===== src/hw/rtl/sjhm_fifo.sv =====
module sjhm_fifo #(
  parameter int WIDTH = 8,
  parameter int DEPTH = 4
) (
  input  logic                       clk,
  input  logic                       rst,
  input  logic                       push,
  input  logic [WIDTH-1:0]           push_data,
  input  logic                       pop,
  output logic                       full,
  output logic                       empty,
  output logic [WIDTH-1:0]           head,
  output logic [$clog2(DEPTH+1)-1:0] count
);

  localparam int AW = (DEPTH > 1) ? $clog2(DEPTH) : 1;
  localparam int CW = $clog2(DEPTH + 1);

  logic [WIDTH-1:0] mem [DEPTH];
  logic [AW-1:0]    wptr;
  logic [AW-1:0]    rptr;

  always_ff @(posedge clk) begin
    if (rst) begin
      wptr  <= '0;
      rptr  <= '0;
      count <= '0;
    end else begin
      if (push) begin
        wptr <= (wptr == AW'(DEPTH - 1)) ? '0 : wptr + AW'(1);
      end
      if (pop) begin
        rptr <= (rptr == AW'(DEPTH - 1)) ? '0 : rptr + AW'(1);
      end
      count <= count + CW'(push) - CW'(pop);
    end
  end

  always_ff @(posedge clk) begin
    if (push) begin
      mem[wptr] <= push_data;
    end
  end

  assign full  = (count == CW'(DEPTH));
  assign empty = (count == '0);
  assign head  = mem[rptr];

endmodule


===== config.mk =====
export PLATFORM = sky130hd
export DESIGN_NAME = sjhm_fifo
export DESIGN_NICKNAME = d
export VERILOG_FILES = /design/src/hw/rtl/sjhm_fifo.sv
export SDC_FILE = /design/constraint.sdc
export NUM_CORES = 1
export LEC_CHECK = 0
export BUFFER_PORTS_ARGS = -buffer_cell sky130_fd_sc_hd__buf_2
export CAP_MARGIN = 20
export CORE_UTILIZATION = 54
export CTS_CLUSTER_DIAMETER = 60
export DETAILED_ROUTE_END_ITERATION = 6
export HOLD_SLACK_MARGIN = 0.15
export PLACE_DENSITY = 0.77
export SYNTH_ARGS = -nofsm -noshare
export SYNTH_HDL_FRONTEND = slang
export SYNTH_SLANG_ARGS = --single-unit

===== constraint.sdc =====
create_clock -name clk -period 1.8 [get_ports clk]
set_clock_uncertainty 0.05 [all_clocks]
set_input_delay 0.45 -clock clk [delete_from_list [all_inputs] [get_ports clk]]
set_output_delay 0.45 -clock clk [all_outputs]
set_load 0.03 [all_outputs]

==> reports/results.tsv <==
metric	value	unit
Yosys top cell area share	0.5963	
IO Pins	25	
Post-Route WL	2.324	mm
Syn Std Cell Area	1612	um2
run status	finished, violations left	
pin count of the biggest net entering global routing	13	
RSZ-0062 raised after global routing	true	
ranking of synthesized cells by area	edfxtp_1, dfxtp_1, mux4_2	
vias per cell	5.530	
Worst Max-Slew Pin Slew	0.4136	ns
WL per Instance	15.60	um
Synth top cells by count	edfxtp_1, dfxtp_1, mux4_2, ha_1, inv_1	
Die ar.	3207	um2
1st-pass router iterations	4	
Syn Area/Cell	18.96	um2
first-pass GRT wire length	3.857	mm
H-tree levels	2	
Buf/Inv on CP	2	
Synth Instances	85	
P_leak	0.0007356	uW
antenna violations before repair	0	
Arr. time, crit path	1.49	ns
clock share of power	0.265	
routed via count	824	
Die W	56.63	um
synth warn	0	
Worst Path Max Fanout	8	
final setup fails	8	
core area	2781	um2
total power	2093	uW
number of enable flip-flop cells after synthesis	32	
CTS tree	built	
vias in the first global route	883	
gpl congestion	0.6396	
Starting DRT DRC Count	14	
Pins Over Slew Limit	0	
Tot GR Track Use	0.1709	
most common flop cell mapped by yosys	edfxtp_1	
post-route cell area	1917	um2
Total Negative Setup Slacks	-1.490	ns
Area Growth Syn to Fin	18.94	%
Setup Buffers After CTS	0	
most numerous cell in the Yosys netlist	edfxtp_1	
Hold Path Class	in -> reg	
Worst Hold Slack	0.2761	ns
Max-slew headroom	0.7242	
Critical Path RT	1.30	ns
Sw Ratio	0.2545	
CTS Buffer Depth	2	
syn nets	105	
area post-placement	1790	um2
die height	56.63	um
worst setup margin	-0.1923	ns
Max Fclk	501.9	MHz
clock transition at the registers of the reported paths	0.11	ns
detailed-route DRC error count	0	
antenna-violating nets left	0	
Seq pwr share	0.532	
cell row count	19	
fin crit period	1.992	ns
Setup CP Type	reg -> out	
CTS sink cnt	41	
Post-synth ARST share	0	
Final Hold Viols	0	
Comb power frac	0.203	
area leader, netlist	edfxtp_1	
GR Overflow Total	0	
Peak VDD IR	913.5	uV
# diodes	0	
failing checks	negative setup slack	
Root Driver	clkbuf_4	
Initial Utilization	0.5794	
Setup crit end kind	output pin	
PortBufs	24	
P_int	1561	uW
Hold-fix buffers, CTS	0	
crit-path leading delay family	multiplexers	
sequential-to-total area share from yosys stat	0.7081	
Fill cells	182	
Skew-Pair Late Insertion Delay	0.33	ns
Tcrit/Tclk final	1.107	
P_sw	532.6	uW
worst stage delay on the critical path	0.51	ns
CP Launch Type	register	
share of layout cells above drive strength 1	0.3644	
Netlist cell types	18	
#FFs+latches synth	41	
Post-DP HPWL	1.662	mm
final net count	137	
crit path cell chain	buf_12 -> mux4_2 -> buf_6	
MaxCap Viol Count	0	
CTS buffer count	5	
slowest cell on the critical path	mux4_2	
Util after Layout	0.6892	
power density cells	1092	nW/um2
-- sequential cells by signal, summed over array words and instances, names as in the netlist, named ones only --
register / cells
count: 3
mem: 32
rptr: 2
wptr: 2
-- stage by stage --
| stage | std cells | setup WS [ns] |
|---|---|---|
| after floorplan | 85 | 0.1075 |
| after global placement | 141 | 0.01297 |
| after detailed placement | 141 | -0.04938 |
| after CTS | 149 | -0.2209 |
| after global routing | 149 | -0.2480 |
| final | 149 | -0.1923 |
-- layer usage --
metal	routed length, um	track usage
met1	952	0.1879
met2	1179	0.2807
met3	131	0.05991
met4	60	0.1080
met5	0	0
-- cell usage in the layout (no fill, tap or decap), drive strengths merged, types with 3 or more instances in the layout --
cell	count
and2	4
mux4	8
clkbuf	6
buf	27
nor2	3
inv	6
dfxtp	9
ha	7
edfxtp	32
-- power by group through the flow --
stage	clock network, uW	registers [uW]	logic [uW]
floorplan	0	1160	251
global placement	0	1130	385
detailed placement	0	1130	397
CTS	564	1110	431
global route	594	1120	462
finish	554	1110	426
-- path summary, 6_finish.rpt --
check | cells past startpoint | start | slack (ns) | end
worst min-delay path | 1 | push_data[2] | 0.28 | mem[1][2]$_DFFE_PP_
worst max register to register | 7 | count[0]$_SDFF_PP0_ | 0.14 | count[2]$_SDFF_PP0_
worst min register to register | 2 | rptr[0]$_SDFFE_PP0P_ | 0.47 | register
worst max-delay path | 3 | register | -0.19 | head[0]
-- repair_timing --
item | 4_1_cts | 5_1_grt
setup endpoints to repair | 8 | 8
hold endpoints to repair | 0 | 0
gates resized for setup | 17 | 0
-- kinds of logic after synthesis --
| group | share of synthesized area |
|---|---|
| muxes | 0.1242 |
| AOI/OAI and AO/OA | 0.006211 |
| xor gates and xnor gates | 0.01475 |
| buffers and inverters | 0.02406 |
| and+or+nand+nor | 0.05590 |
| adders and majority gates | 0.06677 |
| DFF | 0.7081 |
-- area by class of cell --
| class | instances | area [um2] | share of cell area |
|---|---|---|---|
| sequential | 41 | 1144 | 0.5966 |
| multi-input combinational | 36 | 431.7 | 0.2252 |
| timing repair buffer | 27 | 205.2 | 0.1070 |
| clock buffer | 6 | 41.29 | 0.02154 |
| tap | 31 | 38.79 | 0.02023 |
| clock inverter | 2 | 33.78 | 0.01762 |
| inverter | 6 | 22.52 | 0.01175 |
Power figures use the tool's default switching activity.
