### config.mk
export PLATFORM = sky130hd
export DESIGN_NAME = sjhm_front
export DESIGN_NICKNAME = d
export VERILOG_FILES = /design/src/hw/rtl/sjhm_pkg.sv /design/src/hw/rtl/sjhm_front.sv
export SDC_FILE = /design/constraint.sdc
export NUM_CORES = 1
export LEC_CHECK = 0
export ABC_CLOCK_PERIOD_IN_PS = 8200
export BUFFER_PORTS_ARGS = -buffer_cell sky130_fd_sc_hd__buf_2
export CORE_MARGIN = 4
export CORE_UTILIZATION = 40
export CTS_CLUSTER_DIAMETER = 50
export DETAILED_ROUTE_END_ITERATION = 10
export SYNTH_ARGS = -nofsm -noshare
export SYNTH_HDL_FRONTEND = slang
export SYNTH_SLANG_ARGS = --single-unit
### constraint.sdc
create_clock -name clk -period 8.2 [get_ports clk]
set_clock_uncertainty 0.1 [all_clocks]
set_input_delay 1.64 -clock clk [delete_from_list [all_inputs] [get_ports clk]]
set_output_delay 1.64 -clock clk [all_outputs]
set_load 0.03 [all_outputs]
### src/hw/rtl/sjhm_pkg.sv
package sjhm_pkg;

  localparam int SAMPLE_BITS_DEF = 12;
  localparam int COUNT_BITS_DEF  = 16;
  localparam int LIMIT_BITS      = 16;
  localparam int TIME_BITS       = 32;
  localparam int QUEUE_DEPTH     = 4;
  localparam int OUT_DEPTH       = 2;

  localparam logic [LIMIT_BITS-1:0] LIMIT_RESET = 16'd1000;

  typedef enum logic {
    OP_RECORD = 1'b0,
    OP_READ   = 1'b1
  } op_t;

  // Histogram command carried from the front to the back.
  typedef enum logic [1:0] {
    CMD_NONE = 2'd0,
    CMD_INCR = 2'd1,
    CMD_READ = 2'd2
  } cmd_t;

  // Width of one queue entry: accepted flag, count, two intervals,
  // two sample extremes, command and histogram address.
  function automatic int entry_bits(input int sample_bits);
    entry_bits = 1 + LIMIT_BITS + 2 * TIME_BITS + 3 * sample_bits + $bits(cmd_t);
  endfunction

endpackage

### src/hw/rtl/sjhm_front.sv
module sjhm_front #(
  parameter int SAMPLE_BITS = sjhm_pkg::SAMPLE_BITS_DEF,
  parameter int ENTRY_W     = sjhm_pkg::entry_bits(sjhm_pkg::SAMPLE_BITS_DEF)
) (
  input  logic                                clk,
  input  logic                                rst,
  input  logic                                cfg_valid,
  output logic                                cfg_ready,
  input  logic [sjhm_pkg::LIMIT_BITS-1:0]     cfg_data,
  input  logic                                in_valid,
  output logic                                in_ready,
  input  logic                                op,
  input  logic [sjhm_pkg::TIME_BITS-1:0]      timestamp,
  input  logic [SAMPLE_BITS-1:0]              sample,
  input  logic [SAMPLE_BITS-1:0]              bin_index,
  input  logic                                stall,
  output logic                                q_push,
  output logic [ENTRY_W-1:0]                  q_data
);

  typedef struct packed {
    logic                               accepted;
    logic [sjhm_pkg::LIMIT_BITS-1:0]    sample_count;
    logic [sjhm_pkg::TIME_BITS-1:0]     min_interval;
    logic [sjhm_pkg::TIME_BITS-1:0]     max_interval;
    logic [SAMPLE_BITS-1:0]             min_sample;
    logic [SAMPLE_BITS-1:0]             max_sample;
    sjhm_pkg::cmd_t                     cmd;
    logic [SAMPLE_BITS-1:0]             addr;
  } entry_t;

  logic [sjhm_pkg::LIMIT_BITS-1:0] limit;
  logic [sjhm_pkg::TIME_BITS-1:0]  prev_time;
  logic                            have_prev;
  logic [sjhm_pkg::LIMIT_BITS-1:0] rec_count;
  logic [sjhm_pkg::TIME_BITS-1:0]  least_iv;
  logic [sjhm_pkg::TIME_BITS-1:0]  great_iv;
  logic [SAMPLE_BITS-1:0]          least_smp;
  logic [SAMPLE_BITS-1:0]          great_smp;

  logic [sjhm_pkg::LIMIT_BITS-1:0] rec_count_next;
  logic [sjhm_pkg::TIME_BITS-1:0]  least_iv_next;
  logic [sjhm_pkg::TIME_BITS-1:0]  great_iv_next;
  logic [SAMPLE_BITS-1:0]          least_smp_next;
  logic [SAMPLE_BITS-1:0]          great_smp_next;

  logic                            take;
  logic                            record;
  logic [sjhm_pkg::TIME_BITS-1:0]  interval;
  entry_t                          ent;

  assign cfg_ready = 1'b1;
  assign in_ready  = !stall;
  assign take      = in_valid && in_ready;
  assign record    = (op == sjhm_pkg::OP_RECORD) && (rec_count < limit);

  // The timer counts down, so the interval is the older value minus the newer.
  assign interval = prev_time - timestamp;

  always_comb begin
    rec_count_next = rec_count;
    least_iv_next  = least_iv;
    great_iv_next  = great_iv;
    least_smp_next = least_smp;
    great_smp_next = great_smp;
    if (record) begin
      rec_count_next = rec_count + sjhm_pkg::LIMIT_BITS'(1);
      if (have_prev && (interval < least_iv)) begin
        least_iv_next = interval;
      end
      if (have_prev && (interval > great_iv)) begin
        great_iv_next = interval;
      end
      if (sample < least_smp) begin
        least_smp_next = sample;
      end
      if (sample > great_smp) begin
        great_smp_next = sample;
      end
    end
  end

  always_comb begin
    ent.accepted     = record;
    ent.sample_count = rec_count_next;
    ent.min_interval = least_iv_next;
    ent.max_interval = great_iv_next;
    ent.min_sample   = least_smp_next;
    ent.max_sample   = great_smp_next;
    if (op == sjhm_pkg::OP_READ) begin
      ent.cmd  = sjhm_pkg::CMD_READ;
      ent.addr = bin_index;
    end else begin
      ent.cmd  = record ? sjhm_pkg::CMD_INCR : sjhm_pkg::CMD_NONE;
      ent.addr = sample;
    end
  end

  assign q_push = take;
  assign q_data = ent;

  always_ff @(posedge clk) begin
    if (rst) begin
      limit     <= sjhm_pkg::LIMIT_RESET;
      prev_time <= '0;
      have_prev <= 1'b0;
      rec_count <= '0;
      least_iv  <= '1;
      great_iv  <= '0;
      least_smp <= '1;
      great_smp <= '0;
    end else begin
      if (cfg_valid && cfg_ready) begin
        limit <= cfg_data;
      end
      if (take && record) begin
        prev_time <= timestamp;
        have_prev <= 1'b1;
        rec_count <= rec_count_next;
        least_iv  <= least_iv_next;
        great_iv  <= great_iv_next;
        least_smp <= least_smp_next;
        great_smp <= great_smp_next;
      end
    end
  end

endmodule

==> key figures <==
Floorplan
  – Die W: approximately 180 um
  – Die Area: a little over 30000 um^2
  – Core area: 27780 um^2
  – Die H: 176.0 um
  – Num rows: 61
  – I/O pins: 200
  – Starting density of the core: between 40 and 50%

Global route
  – Met2 usage: 35.89%
  – Met1 Use GR: 28.45%
  – Number of global-route vias before repair: 10.33k
  – Gr ovfl total: 0
  – First-pass GRT wire length: 53790 um
  – Initial antenna violation count: 2
  – Largest net degree at the start of global routing: between 60 and 70
  – GRT busiest layer: met2
  – Overall routing resource usage: a little over a fifth
  – GRT met3 Usage: around 4.2%

Synth
  – Synth unique cells: between 70 and 80
  – Synth Instances: approximately 1.4k
  – Cell with the most instances after synthesis: nand2_1
  – Main synth FF type: dfxtp_1
  – Post-synth top area cell: dfxtp_1
  – Seq/Total Area, Yosys: 27.12%
  – Cell Area, Synth: 11290 um^2
  – Area share of the largest cell type after synthesis: between 20% and 30%
  – Largest cells by area after synthesis: dfxtp_1, ha_1, nand2_1, mux2_2, a21oi_1
  – Async SR Flop Fraction: 0%
  – Synthesized flop and latch total: about 150
  – EDFF count, synth: 0
  – Post-Syn Nets: roughly 1.6k
  – Most frequent cells after synthesis: nand2_1, dfxtp_1, inv_1
  – Mapped Avg Cell Area: between 7 and 8 um^2
  – Synth warn: 0

Layout
  – Footprint of the multi-input gates: between 7000 and 8000 um^2
  – Final #Nets: between 1.5k and 2k
  – Antenna cells: 0
  – Area added between synthesis and finish: 19.27%
  – Fillers: approximately 2.8k
  – Ratio of cells with drive above 1 in the final layout: 22.72%
  – Reg area: between 3000 and 4000 um^2
  – Design area: 13470 um^2

Power and ir drop
  – Switch share: between 30% and 40%
  – NetSw: between 0.7 and 0.8 mW
  – Peak supply drop: between 0.0001 and 0.00015 V
  – Leakage: 6.379 nW
  – Power density over the cells: roughly 160 nW/um^2
  – Combinational share of power: around a quarter
  – Flop pwr share: a little over a third
  – Clock power share: a little under two fifths
  – Total internal power: ~1.4 mW

Placement
  – Final GP Congestion: just over 0.9
  – Detail Placement HPWL: about 25000 um
  – Placed cell area: ~13000 um^2
  – IO Port Bufs: a little under 200

Timing
  – Fin. Hold Viols: 0
  – Period utilization: ~98%
  – Fmax: around 0.12 GHz
  – Final setup violation count: 0
  – Total negative setup slack: 0 ns
  – WHS: about 0.35 ns
  – Worst rel slew slack: 30.69%
  – Count of pins over their slew limit: 0
  – RSZ-0062 raised after global routing: no
  – Worst Tran Pin Value: between 1 and 1.5 ns
  – Tmin final: between 8 and 9 ns

Critical path
  – Crit-path slowest cell: or4_4
  – Critical path class: in -> out
  – Critical path required time: approximately 6.5 ns
  – WP data arrival: 6.27 ns
  – Crit-path max FO: 21
  – CP cell instances: buf_2 -> ha_1 -> fa_1 -> nor2b_1 -> o21ai_1 -> o21ai_2 -> a41o_4 -> a31oi_4 -> o21ai_2 -> a31oi_1 -> xor2_1 -> buf_4 -> inv_1 -> ha_1 -> nand4_1 -> or4_4 -> a31oi_1 -> a21oi_1 -> nand3_2 -> buf_12 -> mux2_2 -> buf_2
  – Crit-path max cell delay: approximately 0.60 ns
  – Top cell family by delay on the critical path: compound AO/OA/AOI/OAI gates
  – CP endpoint kind: output pin
  – Critical path startpoint category: primary input
  – CP bufs+invs: 5

CTS
  – Clock latency on the worst-skew pair: ~0.43 ns
  – CTS H-tree lvls: 4
  – CTS Buffer Depth: 2
  – CTS tree: built
  – Number of CTS-inserted buffers: 17
  – Clock sinks: around 150
  – Clock-pin slew on the worst setup and hold paths: roughly 0.060 ns
  – # hold bufs at CTS: 0
  – Root buffer cell: clkbuf_16

Detailed routing
  – DRT antenna net count: 0
  – Drc violations: 0
  – Post-Route WL: around 34000 um
  – Via/cell ratio: between 5 and 6
  – Wire length per cell: 16.86 um
  – TritonRoute pass-1 iters: 5
  – 1st-iter DRT viols: 547
  – Vias post-DR: 10.51k

Hold path
  – Worst min path class: reg -> reg

Flow run
  – Max-cap violations: 0

Run status
  – Outcome: finished, final reports clean
[path summary, 6_finish.rpt]
path / from / cells past startpoint / slack [ns] / end
setup / recovery: timestamp[0] / 22 / 0.19 / q_data[95]
hold / removal: great_iv[17]$_SDFFE_PP0P_ / 2 / 0.35 / great_iv[17]$_SDFFE_PP0P_
setup reg to reg: prev_time[0]$_SDFFE_PP0P_ / 25 / 2.80 / least_iv[0]$_SDFFE_PP1P_
hold reg to reg: great_iv[17]$_SDFFE_PP0P_ / 2 / 0.35 / great_iv[17]$_SDFFE_PP0P_
[sequential cells by signal, indices dropped and copies added, names as in the netlist]
signal     flops
prev_time     32
least_smp     12
limit         16
great_smp     12
have_prev      1
least_iv      32
great_iv      32
rec_count     16
[timing repair]
action	4_1_cts	5_1_grt
pin swaps	1	4
gates resized for setup	3	22
endpoints found under the setup margin	36	64
buffers inserted	1	1
[cell type report]
| cell class | count | area share (%) |
|---|---|---|
| Sequential cell | 153 | 22.74 |
| Inverter | 153 | 4.301 |
| Clock buffer | 17 | 3.159 |
| Clock inverter | 15 | 1.319 |
| Timing Repair Buffer | 237 | 10.05 |
| Multi-Input combinational cell | 1049 | 54.91 |
| Tap cell | 378 | 3.512 |
[kinds of logic after synthesis]
kind of cell	Yosys count	synth area share (%)
AOI/OAI and AO/OA	333	19.07
xor gates and xnor gates	58	4.565
adders and majority gates	134	14.91
buffers and inverters	227	8.587
DFF	153	27.12
muxes	88	8.510
other	1	0.03321
and+or+nand+nor	435	17.20
[power groups by stage]
stage | combinational (mW) | sequential (mW) | clock (mW)
6_report | 0.583 | 0.779 | 0.833
5_1_grt | 0.643 | 0.782 | 0.877
4_1_cts | 0.577 | 0.779 | 0.855
3_5_place_dp | 0.570 | 0.796 | 0
3_3_place_gp | 0.568 | 0.796 | 0
2_1_floorplan | 0.390 | 0.792 | 0
[tightest hold or removal path, cell delays in order (launching register included)]
cell and delay (ns):
dfxtp_1 0.31, nand2_1 0.05, a21oi_1 0.05
[stage by stage]
step,power [mW],setup WS (ns),cells,util [%]
3_5_place_dp,1.366,-0.09763,1968,45.82
5_1_grt,2.301,0.002816,2002,48.48
2_1_floorplan,1.182,0.4780,1429,-
6_report,2.196,0.1946,2002,48.48
4_1_cts,2.211,0.003972,2001,48.05
3_3_place_gp,1.364,-0.05111,1968,45.82
[per-layer routing]
layer,routed length [um],vias up,part of all wire [%]
met2,15470,265,46
met4,534,4,1.6
met5,26,-,0.077
met1,15850,4900,47
li1,-,5307,-
met3,1877,36,5.6
[placed cells by master (no fill, tap or decap), types with 6 or more instances in the layout]
cell and instances:
a211o_1 6, a21o_1 40, a21oi_1 115, a31oi_1 9, and3_1 9, buf_2 195, buf_4 37, clkbuf_16 17
dfxtp_1 153, ha_1 132, inv_1 151, inv_6 6, mux2_1 7, mux2_2 57, mux2i_1 24, nand2_1 219
nand2b_1 8, nand3_1 36, nand4_1 25, nor2_1 82, nor2b_1 10, nor3_1 10, nor4_1 8, o211ai_1 47
o21a_1 6, o21ai_0 56, xnor2_1 27, xor2_1 25
Power figures use the tool's default switching activity.
